===== src/series_stats_trend_macros.svh =====
// ----------------------------------------------------------------------------
// Series statistics assertion macros
// Shared concurrent assertion forms, clocked on clk_i and held off in reset.
// ----------------------------------------------------------------------------
`ifndef SERIES_STATS_TREND_MACROS_SVH
`define SERIES_STATS_TREND_MACROS_SVH

// Same-cycle implication.
`define SST_ASSERT_NOW(label, ante, cons) \
  label: assert property (@(posedge clk_i) disable iff (!rst_ni) (ante) |-> (cons)) \
    else $error("series_stats_trend: same-cycle check failed");

// Next-cycle implication.
`define SST_ASSERT_NEXT(label, ante, cons) \
  label: assert property (@(posedge clk_i) disable iff (!rst_ni) (ante) |=> (cons)) \
    else $error("series_stats_trend: next-cycle check failed");

`endif


===== src/sst_pkg.sv =====
// ----------------------------------------------------------------------------
// Series statistics package
// Shared constants, command and status types, and saturation helpers.
// ----------------------------------------------------------------------------
package sst_pkg;

  localparam int unsigned MaxSamples = 4096;
  localparam int unsigned MulSteps   = 24;
  localparam int unsigned DivSteps   = 72;
  localparam int unsigned CntW       = 7;

  localparam logic [15:0] PadReset = 16'd5243;

  // Products feeding the slope, in the order they are formed.
  typedef enum logic [1:0] {
    MUL_NXY = 2'd0,
    MUL_XY  = 2'd1,
    MUL_NXX = 2'd2,
    MUL_XX  = 2'd3
  } mul_op_e;

  // Divisions done at most once per series.
  typedef enum logic {
    DIV_SLOPE = 1'b0,
    DIV_MEAN  = 1'b1
  } div_op_e;

  typedef struct packed {
    logic    acc_en;
    logic    out_load_pt;
    logic    mul_load;
    logic    mul_step;
    logic    mul_store;
    mul_op_e mul_op;
    logic    div_load;
    logic    div_step;
    logic    div_store;
    div_op_e div_op;
    logic    fin_load;
  } sst_cmd_t;

  typedef struct packed {
    logic has_data;
    logic den_pos;
  } sst_status_t;

  // Saturate a sign and magnitude to a signed 32-bit value.
  function automatic logic [31:0] sat_mag(input logic neg, input logic [72:0] mag);
    logic [31:0] r;
    if (neg) begin
      if (mag > 73'h0_0000_0000_8000_0000) r = 32'h8000_0000;
      else r = 32'(~mag[31:0] + 32'd1);
    end else begin
      if (mag > 73'h0_0000_0000_7FFF_FFFF) r = 32'h7FFF_FFFF;
      else r = mag[31:0];
    end
    return r;
  endfunction

  // Saturate a signed 36-bit value to 32 bits.
  function automatic logic [31:0] sat_s36(input logic signed [35:0] v);
    logic [31:0] r;
    if (v > 36'sh0_7FFF_FFFF) r = 32'h7FFF_FFFF;
    else if (v < -36'sh0_8000_0000) r = 32'h8000_0000;
    else r = v[31:0];
    return r;
  endfunction

endpackage


===== src/sst_ctrl.sv =====
// ----------------------------------------------------------------------------
// Series statistics controller
// Sequences accumulation, the serial products and divisions, and the result.
// ----------------------------------------------------------------------------
`include "series_stats_trend_macros.svh"

module sst_ctrl import sst_pkg::*; (
  input  logic        clk_i,
  input  logic        rst_ni,
  input  logic        in_valid_i,
  output logic        in_stall_o,
  input  logic        series_end_i,
  output logic        out_valid_o,
  input  logic        out_stall_i,
  input  sst_status_t st_i,
  output sst_cmd_t    cmd_o
);

  typedef enum logic [1:0] {
    S_IDLE = 2'd0,
    S_MUL  = 2'd1,
    S_DIV  = 2'd2,
    S_FIN  = 2'd3
  } state_e;

  state_e            state_q;
  logic [CntW-1:0]   cnt_q;
  mul_op_e           mul_op_q;
  div_op_e           div_op_q;
  logic              out_valid_q;
  logic              out_free;
  logic              accept;
  sst_cmd_t          cmd;

  assign out_free    = !out_valid_q || !out_stall_i;
  assign in_stall_o  = !((state_q == S_IDLE) && out_free);
  assign accept      = in_valid_i && !in_stall_o;
  assign out_valid_o = out_valid_q;
  assign cmd_o       = cmd;

  // Command decode from the current phase and step count.
  always_comb begin
    cmd        = '0;
    cmd.mul_op = mul_op_q;
    cmd.div_op = div_op_q;
    case (state_q)
      S_IDLE: begin
        cmd.acc_en      = accept;
        cmd.out_load_pt = accept && !series_end_i;
      end
      S_MUL: begin
        if (cnt_q == '0) cmd.mul_load = st_i.has_data;
        else if (cnt_q <= CntW'(MulSteps)) cmd.mul_step = 1'b1;
        else cmd.mul_store = 1'b1;
      end
      S_DIV: begin
        if (cnt_q == '0) cmd.div_load = !(div_op_q == DIV_SLOPE && !st_i.den_pos);
        else if (cnt_q <= CntW'(DivSteps)) cmd.div_step = 1'b1;
        else cmd.div_store = 1'b1;
      end
      S_FIN: begin
        cmd.fin_load = out_free;
      end
      default: ;
    endcase
  end

  // Phase, counter, operation selects and the output valid flag.
  always_ff @(posedge clk_i or negedge rst_ni) begin
    if (!rst_ni) begin
      state_q     <= S_IDLE;
      cnt_q       <= '0;
      mul_op_q    <= MUL_NXY;
      div_op_q    <= DIV_SLOPE;
      out_valid_q <= 1'b0;
    end else begin
      out_valid_q <= (out_valid_q && out_stall_i) || cmd.out_load_pt || cmd.fin_load;
      case (state_q)
        S_IDLE: begin
          if (accept && series_end_i) begin
            state_q  <= S_MUL;
            cnt_q    <= '0;
            mul_op_q <= MUL_NXY;
          end
        end
        S_MUL: begin
          if (cnt_q == '0 && !st_i.has_data) begin
            state_q <= S_FIN;
          end else if (cmd.mul_store) begin
            cnt_q <= '0;
            if (mul_op_q == MUL_XX) begin
              state_q  <= S_DIV;
              div_op_q <= DIV_SLOPE;
            end else begin
              mul_op_q <= mul_op_e'(mul_op_q + 2'd1);
            end
          end else begin
            cnt_q <= cnt_q + 1'b1;
          end
        end
        S_DIV: begin
          if (cnt_q == '0 && !cmd.div_load) begin
            div_op_q <= DIV_MEAN;
          end else if (cmd.div_store) begin
            cnt_q <= '0;
            if (div_op_q == DIV_MEAN) state_q <= S_FIN;
            else div_op_q <= DIV_MEAN;
          end else begin
            cnt_q <= cnt_q + 1'b1;
          end
        end
        S_FIN: begin
          if (out_free) state_q <= S_IDLE;
        end
        default: state_q <= S_IDLE;
      endcase
    end
  end

  `SST_ASSERT_NEXT(a_end_starts_finish, accept && series_end_i, state_q == S_MUL)
  `SST_ASSERT_NEXT(a_fin_sets_valid, cmd.fin_load, out_valid_q && state_q == S_IDLE)
  `SST_ASSERT_NOW(a_mul_cnt_bound, state_q == S_MUL, cnt_q <= CntW'(MulSteps + 1))
  `SST_ASSERT_NOW(a_div_cnt_bound, state_q == S_DIV, cnt_q <= CntW'(DivSteps + 1))

endmodule


===== config.mk =====
export PLATFORM = sky130hd
export DESIGN_NAME = sst_ctrl
export DESIGN_NICKNAME = d
export VERILOG_FILES = /design/src/sst_pkg.sv /design/src/sst_ctrl.sv
export VERILOG_INCLUDE_DIRS = /design/src /design/src/src
export SDC_FILE = /design/constraint.sdc
export NUM_CORES = 1
export LEC_CHECK = 0
export BUFFER_PORTS_ARGS = -buffer_cell sky130_fd_sc_hd__buf_2
export CAP_MARGIN = 0
export CORE_MARGIN = 2
export CORE_UTILIZATION = 57
export DETAILED_ROUTE_END_ITERATION = 10
export PLACE_DENSITY = 0.88
export SLEW_MARGIN = 10
export SYNTH_ARGS = -nofsm -noshare
export SYNTH_HDL_FRONTEND = slang
export SYNTH_SLANG_ARGS = --single-unit

===== constraint.sdc =====
create_clock -name clk_i -period 4 [get_ports clk_i]
set_input_delay 0.8 -clock clk_i [delete_from_list [all_inputs] [get_ports clk_i]]
set_output_delay 0.8 -clock clk_i [all_outputs]
set_load 0.01 [all_outputs]

==> results of run 1 <==
## power by group through the flow
stage               Combinational [mW]  Sequential, mW  Clock (mW)
floorplan                        0.360           0.180           0
global placement                 0.442           0.180           0
detailed placement               0.463           0.183           0
CTS                              0.468           0.180      0.0852
global route                     0.516           0.185      0.0929
finish                           0.470           0.180      0.0809
## through the flow
step	setup WS, ns	hold slack [ns]	area (sq um)	std cells
finish	1.08	0.385	1160	159
global route	0.953	0.397	1160	159
CTS	1.08	0.392	1160	159
detailed placement	1.40	0.542	1130	155
global placement	1.48	0.521	1130	155
floorplan	1.57	0.504	1020	115
## how the worst max path moves through the flow
stage	slack [ns]	startpoint	to
after floorplan	1.57	cnt_q[0]	cmd_o[4]
after global placement	1.48	cnt_q[0]	cmd_o[8]
after detailed placement	1.40	cnt_q[0]	cmd_o[4]
after CTS	1.08	cnt_q[0]	cmd_o[4]
after global routing	0.95	cnt_q[0]	cmd_o[4]
final	1.08	cnt_q[0]	cmd_o[4]
## critical path: cells and delay by family, from the launching register on
| kind | cells | cell delay [ns] |
|---|---|---|
| buf+inv | 2 | 0.26 |
| simple gates | 3 | 1.05 |
| fa+ha+maj | 1 | 0.14 |
| flops | 1 | 0.40 |
## routing by layer
metal / vias up / global-route usage, %
li1: 461 / -
met1: 448 / 29.3
met2: 19 / 36.4
met3: 2 / 5.88
met4: 0 / 10.3
met5: - / 0
## state kept, by name, summed over array words and instances, names as in the netlist
register / flops
cnt_q: 7
div_op_q: 1
mul_op_q: 2
out_valid_o: 1
state_q: 2
## cells in the final DEF (no fill, tap or decap), types with 2 or more instances in the layout
master | netlist | routed
a21o_1 | 3 | 3
a21oi_1 | 3 | 3
a221o_1 | 2 | 2
a22o_1 | 6 | 6
and2_1 | 2 | 2
and3_1 | 2 | 2
buf_2 | 1 | 20
clkbuf_4 | 0 | 3
dfrtp_1 | 13 | 13
ha_1 | 8 | 8
inv_1 | 7 | 7
mux2_2 | 2 | 2
nand2_1 | 9 | 9
nand2b_1 | 3 | 3
nand3_1 | 3 | 3
nand3b_1 | 2 | 2
nor2_1 | 7 | 7
nor2b_1 | 4 | 4
nor3_1 | 3 | 3
nor3b_1 | 4 | 4
o21ai_0 | 7 | 7
## kinds of logic (layout without fill, tap and decap cells)
family	count (synthesis)	in the layout	share of synthesized area [%]
fa+ha+maj	8	8	9.77
mux	2	2	2.20
simple gates	48	48	26.6
compound gates	32	32	24.8
flops	13	13	31.7
buf+inv	12	31	4.88
## final cells by class
| class | instances | area, sq um |
|---|---|---|
| inverters | 7 | 26.3 |
| fillers | 130 | 549 |
| clock buffers | 4 | 26.3 |
| flip-flops and latches | 13 | 325 |
| multi-input cells | 90 | 649 |
| repair buffers | 20 | 100 |
| well taps | 25 | 31.3 |
==> impl_metrics.yaml, run 1 <==
worst_hold_path:
  hold_path.class: "primary input to asynchronous set/reset pin"
route:
  routed.top_layer: "met4"
  route.detailed.wl_per_inst_microns: 13.6
  routed_wl_mm: 2.16
  met3_length_microns: 88
  vias_per_cell: 5.85
  drtPass1Iterations: 4
  vias: 930
  dr_wl_met2_mm: 1.06
  wl_met1_microns: 996
  drc: 0
  drtIter0Drc: 37
  ant_nets: 0
layout:
  areaGrowthSynthToFinish_pct: 13.1
  fin_nets: 150
  antennaDiodeCount: 0
  drive_gt1_share_pct: 23.1
  final_util_pct: 67.8
die:
  pin_count: 21
  die_h_microns: 46.4
  die_w_microns: 46.4
  start_util_pct: 60.0
  dieArea_sq_mm: 0.00215
  core_area_sq_mm: 0.00171
  rows: 15
clock_network:
  clk_latency_ns: 0.28
  ctsHoldBuffers: 0
  clk_pin_slew_ns: 0.08
  root_buffer: "clkbuf_4"
  post_cts_buffers: 0
  htree_levels: 1
  cts_tree: "done"
  cts_resized: 0
  clock-sinks: 13
  cts_buffers: 3
  cts_buffer_depth: 2
grt:
  grt_start_max_net_pins: 15
  grt_pass1_wl_mm: 3.40
  antenna_found_initial: 0
  grt_pass1_vias: 761
  gr-total-overflow: 0
  grt_use_total_pct: 23.0
yosys:
  avgSynthCellArea_sq_um: 8.91
  synth_fp_nets: 130
  yosysTopAreaCell: "dfrtp_1"
  synth_cell_types: 42
  ys.warnings.count: 0
  yosysMostFrequentCell: "dfrtp_1"
  synth_top_area_share_pct: 31.7
  syn_inst: 115
  ys_seq_elements: 13
  seq_area_frac_synth_pct: 31.7
  synth_edf_count: 0
  syn_area_sq_mm: 0.00102
  synthTopCellsByArea: "dfrtp_1 32%, ha_1 9.8%, a22o_1 5.1%"
  synthTopCellsByCount: "13 x dfrtp_1, 9 x nand2_1, 8 x ha_1"
  synth_ff_type: "dfrtp_1"
  synthArstFlopShare_pct: 100
power:
  intPower_uw: 396
  power.share.sequential_pct: 24.7
  power_density_mw_per_mm2: 631
  p_total_uw: 731
  leakagePower_nw: 0.576
  peakVddDrop_mv: 0.333
  clockPowerShare_pct: 11.1
  p_sw_uw: 335
  switching_share_pct: 45.8
  pwr-share-comb_pct: 64.3
timing:
  finClkSkew_ns: 0.0129
  rsz0062_at_grt: "no"
  post-route-period-util_pct: 72.9
  setup_tns_ns: 0
  fin_crit_ns: 2.92
  drv_slew: 0
  fmax_mhz: 343
  relSlewSlack_pct: 61.8
  tightest_slew_ns: 0.573
  setup_viol: 0
  hold_violations: 0
worst_setup_path:
  path_cells: "inv_1 > ha_1 > nand2b_1 > or4_1 > nor3b_1 > buf_2"
  slowest_delay_ns: 0.68
  worstSetupPathType: "flop to output port"
  slowest_stage: "or4_1"
  worstPathArrival_ns: 2.12
  rrSetupSlack_ns: 1.56
  worst-r2r-cell-count: 7
  critPathMaxFanout: 9
  r2r-end: "state_q[1]"
  endpoint_kind: "output port"
  cp-start-kind: "flop"
  r2r-start: "cnt_q[0]"
  required_ns: 3.20
run_status:
  status: "completed"
placement:
  gp_congestion: 0.818
  hpwlAfterDp_mm: 1.62
  portBuffers: 20
flow_run:
  maxCapViolCount: 0
Power figures use the tool's default switching activity.
==> run 2, diff against run 1 <==
ABC_AREA = 1   (was not set)
CORE_UTILIZATION = 55   (was 57)
PLACE_DENSITY = 0.85   (was 0.88)
clock period = 3 ns   (was 4 ns; I/O delays follow)
==> impl_metrics.yaml, run 2 <==
yosys:
  yosysMostFrequentCell: "nand2_1"
  synth_cell_types: 26
  synth_ff_type: "dfrtp_1"
  synthArstFlopShare_pct: 100
  syn_area_sq_mm: 0.00121
  synthTopCellsByCount: "49 x nand2_1, 22 x nand3_1, 20 x inv_1, 17 x nor2_1, 13 x dfrtp_1"
  seq_area_frac_synth_pct: 26.9
  synthTopCellsByArea: "dfrtp_1 27%, nand2_1 15%, nand3_1 9.1%"
  yosysTopAreaCell: "dfrtp_1"
  ys_seq_elements: 13
  ys.warnings.count: 0
  synth_edf_count: 0
  synth_fp_nets: 196
  syn_inst: 181
  synth_top_area_share_pct: 26.9
  avgSynthCellArea_sq_um: 6.67
worst_setup_path:
  path_cells: "inv_1 > ha_1 > inv_1 > nor3_1 > buf_2"
  worstSetupPathType: "flop to output port"
  rrSetupSlack_ns: 1.02
  slowest_delay_ns: 0.43
  cp_top_family: "buffers and inverters"
  worst-r2r-cell-count: 9
  r2r-end: "mul_op_q[0]"
  slowest_stage: "dfrtp_1"
  endpoint_kind: "output port"
  cp-start-kind: "flop"
  required_ns: 2.40
  crit_buf_inv: 3
  critPathMaxFanout: 12
  cp_common_cell: "inv_1"
  worstPathArrival_ns: 1.82
  r2r-start: "state_q[1]"
  setup.worst_path.start: "state_q[0]"
clock_network:
  root_buffer: "clkbuf_4"
  htree_levels: 1
  cts_buffers: 3
  cts_buffer_depth: 2
  clk_pin_slew_ns: 0.08
  cts_tree: "done"
  clk_latency_ns: 0.28
  ctsHoldBuffers: 0
  cts_resized: 0
  clock-sinks: 13
  post_cts_buffers: 0
layout:
  antennaDiodeCount: 0
  final_cell_mix: "49 x nand2_1, 22 x nand3_1, 20 x inv_1, 20 x buf_2, 17 x nor2_1"
  areaGrowthSynthToFinish_pct: 11.1
  final_common_cell: "nand2_1"
  fillers: 176
  largest_reg_flops: 7
  drive_gt1_share_pct: 25.4
  fin_nets: 217
  multi_input_area_sq_um: 761
  largestRegisters: "cnt_q: 7 flops, mul_op_q: 2 flops, state_q: 2 flops"
  ff_latch_area_sq_um: 325
  regMostFlops: "cnt_q"
  final_area_sq_mm: 0.00134
grt:
  antenna_found_initial: 0
  grt_pass1_vias: 1089
  gr-total-overflow: 0
  grt_use_total_pct: 25.1
  grt_pass1_wl_mm: 4.88
  grt_start_max_net_pins: 14
timing:
  holdWs_ns: 0.189
  fin_crit_ns: 2.42
  finalWorstSetupSlack_ns: 0.583
  drv_slew: 0
  setup_viol: 0
  rsz0062_at_grt: "no"
  setup_tns_ns: 0
  post-route-period-util_pct: 80.6
  fmax_mhz: 414
  relSlewSlack_pct: 68.3
  hold_violations: 0
  finClkSkew_ns: 0.00294
  tightest_slew_ns: 0.475
route:
  vias: 1232
  drc: 0
  vias_per_cell: 5.40
  routed_wl_mm: 2.87
  drtPass1Iterations: 4
  drtIter0Drc: 54
  route.detailed.wl_per_inst_microns: 12.6
  ant_nets: 0
die:
  core_area_sq_mm: 0.00202
  rows: 16
  dieArea_sq_mm: 0.00259
  pin_count: 21
  die_h_microns: 50.9
  start_util_pct: 59.7
  die_w_microns: 50.9
placement:
  hpwlAfterDp_mm: 2.31
  portBuffers: 20
  placed_area_sq_mm: 0.00131
  gp_congestion: 0.929
  pre_cts_slack_ns: 0.909
power:
  p_total_mw: 1.17
  power_density_mw_per_mm2: 873
  leakagePower_nw: 0.796
  peakVddDrop_mv: 0.586
worst_hold_path:
  hold_path.class: "primary input to asynchronous set/reset pin"
flow_run:
  maxCapViolCount: 0
run_status:
  status: "completed"
run 2: layout make-up:
type	count	area share, %
clock inverter	1	0.373
inverter	25	7.00
timing repair buffer	20	7.46
clock buffer	3	1.68
sequential	13	24.3
multi-input combinational	139	56.7
tap	27	2.52
run 2: kinds of logic after synthesis:
family | synth area share [%]
XOR/XNOR | 0.726
buffers and inverters | 10.1
AND/OR/NAND/NOR | 46.7
AO/OA/AOI/OAI | 7.25
adder cells (fa/ha/maj) | 8.29
flip-flops | 26.9
run 2: worst reg2reg max path, delay by kind of cell (launching register included):
family	cells	cell delay [ns]
compound gates	2	0.16
fa+ha+maj	1	0.46
buf+inv	3	0.35
flops	1	0.44
simple gates	3	0.46
run 2: worst max-delay path by stage:
| stage | to | slack (ns) | depth (start not counted) |
|---|---|---|---|
| 2_1_floorplan | cmd_o[3] | 1.11 | 5 |
| 3_3_place_gp | cmd_o[9] | 0.99 | 5 |
| 3_5_place_dp | cmd_o[3] | 0.91 | 5 |
| 4_1_cts | cmd_o[3] | 0.59 | 5 |
| 5_1_grt | cmd_o[9] | 0.44 | 5 |
| 6_report | cmd_o[3] | 0.58 | 5 |
run 2: layer usage:
| metal | wire, microns | part of all wire [%] | global-route usage, % |
|---|---|---|---|
| met5 | 0 | 0 | 0 |
| met4 | 37 | 1.3 | 7.66 |
| met3 | 191 | 6.7 | 4.39 |
| met2 | 1320 | 46 | 40.4 |
| met1 | 1320 | 46 | 34.6 |
run 2: where the power goes:
part / switching [mW] / internal (mW)
combinational: 0.523 / 0.266
sequential: 0.0485 / 0.222
clock: 0.0618 / 0.0496
total: 0.633 / 0.537
run 2: stage by stage:
stage / util, % / cells
after detailed placement: 65.0 / 224
after global routing: 66.3 / 228
after floorplan: - / 181
after global placement: 65.0 / 224
after CTS: 66.3 / 228
final: 66.3 / 228
==> run 3, diff against run 2 <==
clock period = 2.5 ns   (was 3 ns; I/O delays follow)
==> impl_metrics.yaml, run 3 (synthesis gave the netlist of run 2 again) <==
run_status:
  status: "completed"
die:
  die_h_microns: 50.9
  die_w_microns: 50.9
  pin_count: 21
  dieArea_sq_mm: 0.00259
  core_area_sq_mm: 0.00202
  start_util_pct: 59.7
  rows: 16
route:
  ant_nets: 0
  vias: 1231
  drtIter0Drc: 39
  vias_per_cell: 5.40
  routed_wl_mm: 2.80
  route.detailed.wl_per_inst_microns: 12.3
  drc: 0
  drtPass1Iterations: 4
timing:
  setup_viol: 0
  post-route-period-util_pct: 92.1
  fin_crit_ns: 2.30
  holdWs_ns: 0.0930
  fmax_mhz: 434
  relSlewSlack_pct: 68.3
  finClkSkew_ns: 0.0146
  hold_violations: 0
  setup_tns_ns: 0
  drv_slew: 0
  tightest_slew_ns: 0.476
  rsz0062_at_grt: "no"
clock_network:
  cts_buffers: 3
  ctsHoldBuffers: 0
  cts_buffer_depth: 2
  cts_tree: "done"
  cts_resized: 0
  clk_pin_slew_ns: 0.09
  htree_levels: 1
  root_buffer: "clkbuf_4"
  clk_latency_ns: 0.28
  clock-sinks: 13
  post_cts_buffers: 0
worst_setup_path:
  endpoint_kind: "output port"
  r2r-start: "state_q[1]"
  worstPathArrival_ns: 1.80
  setup.worst_path.start: "state_q[0]"
  required_ns: 2.00
  worstSetupPathType: "flop to output port"
  cp-start-kind: "flop"
  critPathMaxFanout: 12
layout:
  largest_reg_flops: 7
  multi_input_area_sq_um: 761
  largestRegisters: "cnt_q: 7 flops, mul_op_q: 2 flops, state_q: 2 flops"
  antennaDiodeCount: 0
  final_cell_mix: "49 x nand2_1, 22 x nand3_1, 20 x inv_1, 20 x buf_2, 17 x nor2_1"
  areaGrowthSynthToFinish_pct: 11.1
  drive_gt1_share_pct: 25.4
  final_common_cell: "nand2_1"
  final_area_sq_mm: 0.00134
  fillers: 179
  regMostFlops: "cnt_q"
  fin_nets: 217
  ff_latch_area_sq_um: 325
grt:
  grt_pass1_wl_mm: 4.74
  gr-total-overflow: 0
  grt_use_total_pct: 24.0
  antenna_found_initial: 0
  grt_pass1_vias: 1112
  grt_start_max_net_pins: 14
placement:
  placed_area_sq_mm: 0.00131
  gp_congestion: 0.927
  hpwlAfterDp_mm: 2.30
  portBuffers: 20
power:
  leakagePower_nw: 0.796
  peakVddDrop_mv: 0.795
  power_density_mw_per_mm2: 1050
  p_total_mw: 1.41
worst_hold_path:
  hold_path.class: "primary input to asynchronous set/reset pin"
flow_run:
  maxCapViolCount: 0
-- run 3: power breakdown --
part           switching (mW)  internal [mW]
Sequential             0.0603          0.266
Combinational           0.630          0.319
Clock                  0.0711         0.0591
-- run 3: cell type report --
type | instances | share of cell area (%)
Inverter | 25 | 7.00
Multi-Input combinational cell | 139 | 56.7
Sequential cell | 13 | 24.3
Clock buffer | 3 | 1.68
Clock inverter | 1 | 0.373
Timing Repair Buffer | 20 | 7.46
Tap cell | 27 | 2.52
-- run 3: layer usage --
layer / track usage (%) / up-vias / part of all wire (%)
met5: 0 / - / 0
met4: 5.41 / 0 / 1.1
met3: 6.14 / 6 / 5.8
met2: 39.5 / 41 / 47
met1: 31.8 / 564 / 46
li1: - / 620 / -
-- run 3: per-stage QoR --
step,worst slack [ns],cells,util [%]
2_1_floorplan,0.710,181,-
3_3_place_gp,0.594,224,65.0
3_5_place_dp,0.530,224,65.0
4_1_cts,0.210,228,66.3
5_1_grt,0.0481,228,66.3
6_report,0.196,228,66.3
-- run 3: final timing paths --
path	endpoint	slack, ns	cells past startpoint
min reg2reg	cnt_q[1]	0.54	2
min in group clk_i	out_valid_o	0.44	2
max	cmd_o[3]	0.20	5
max reg2reg	mul_op_q[0]	0.47	9
max in group asynchronous	mul_op_q[0]	2.17	1
min	state_q[0]	0.09	1
-- run 3: critical path, stage by stage, from the launching register on --
cell     delay [ns]
dfrtp_1        0.45
inv_1          0.15
ha_1           0.42
inv_1          0.16
nor3_1         0.19
buf_2          0.15
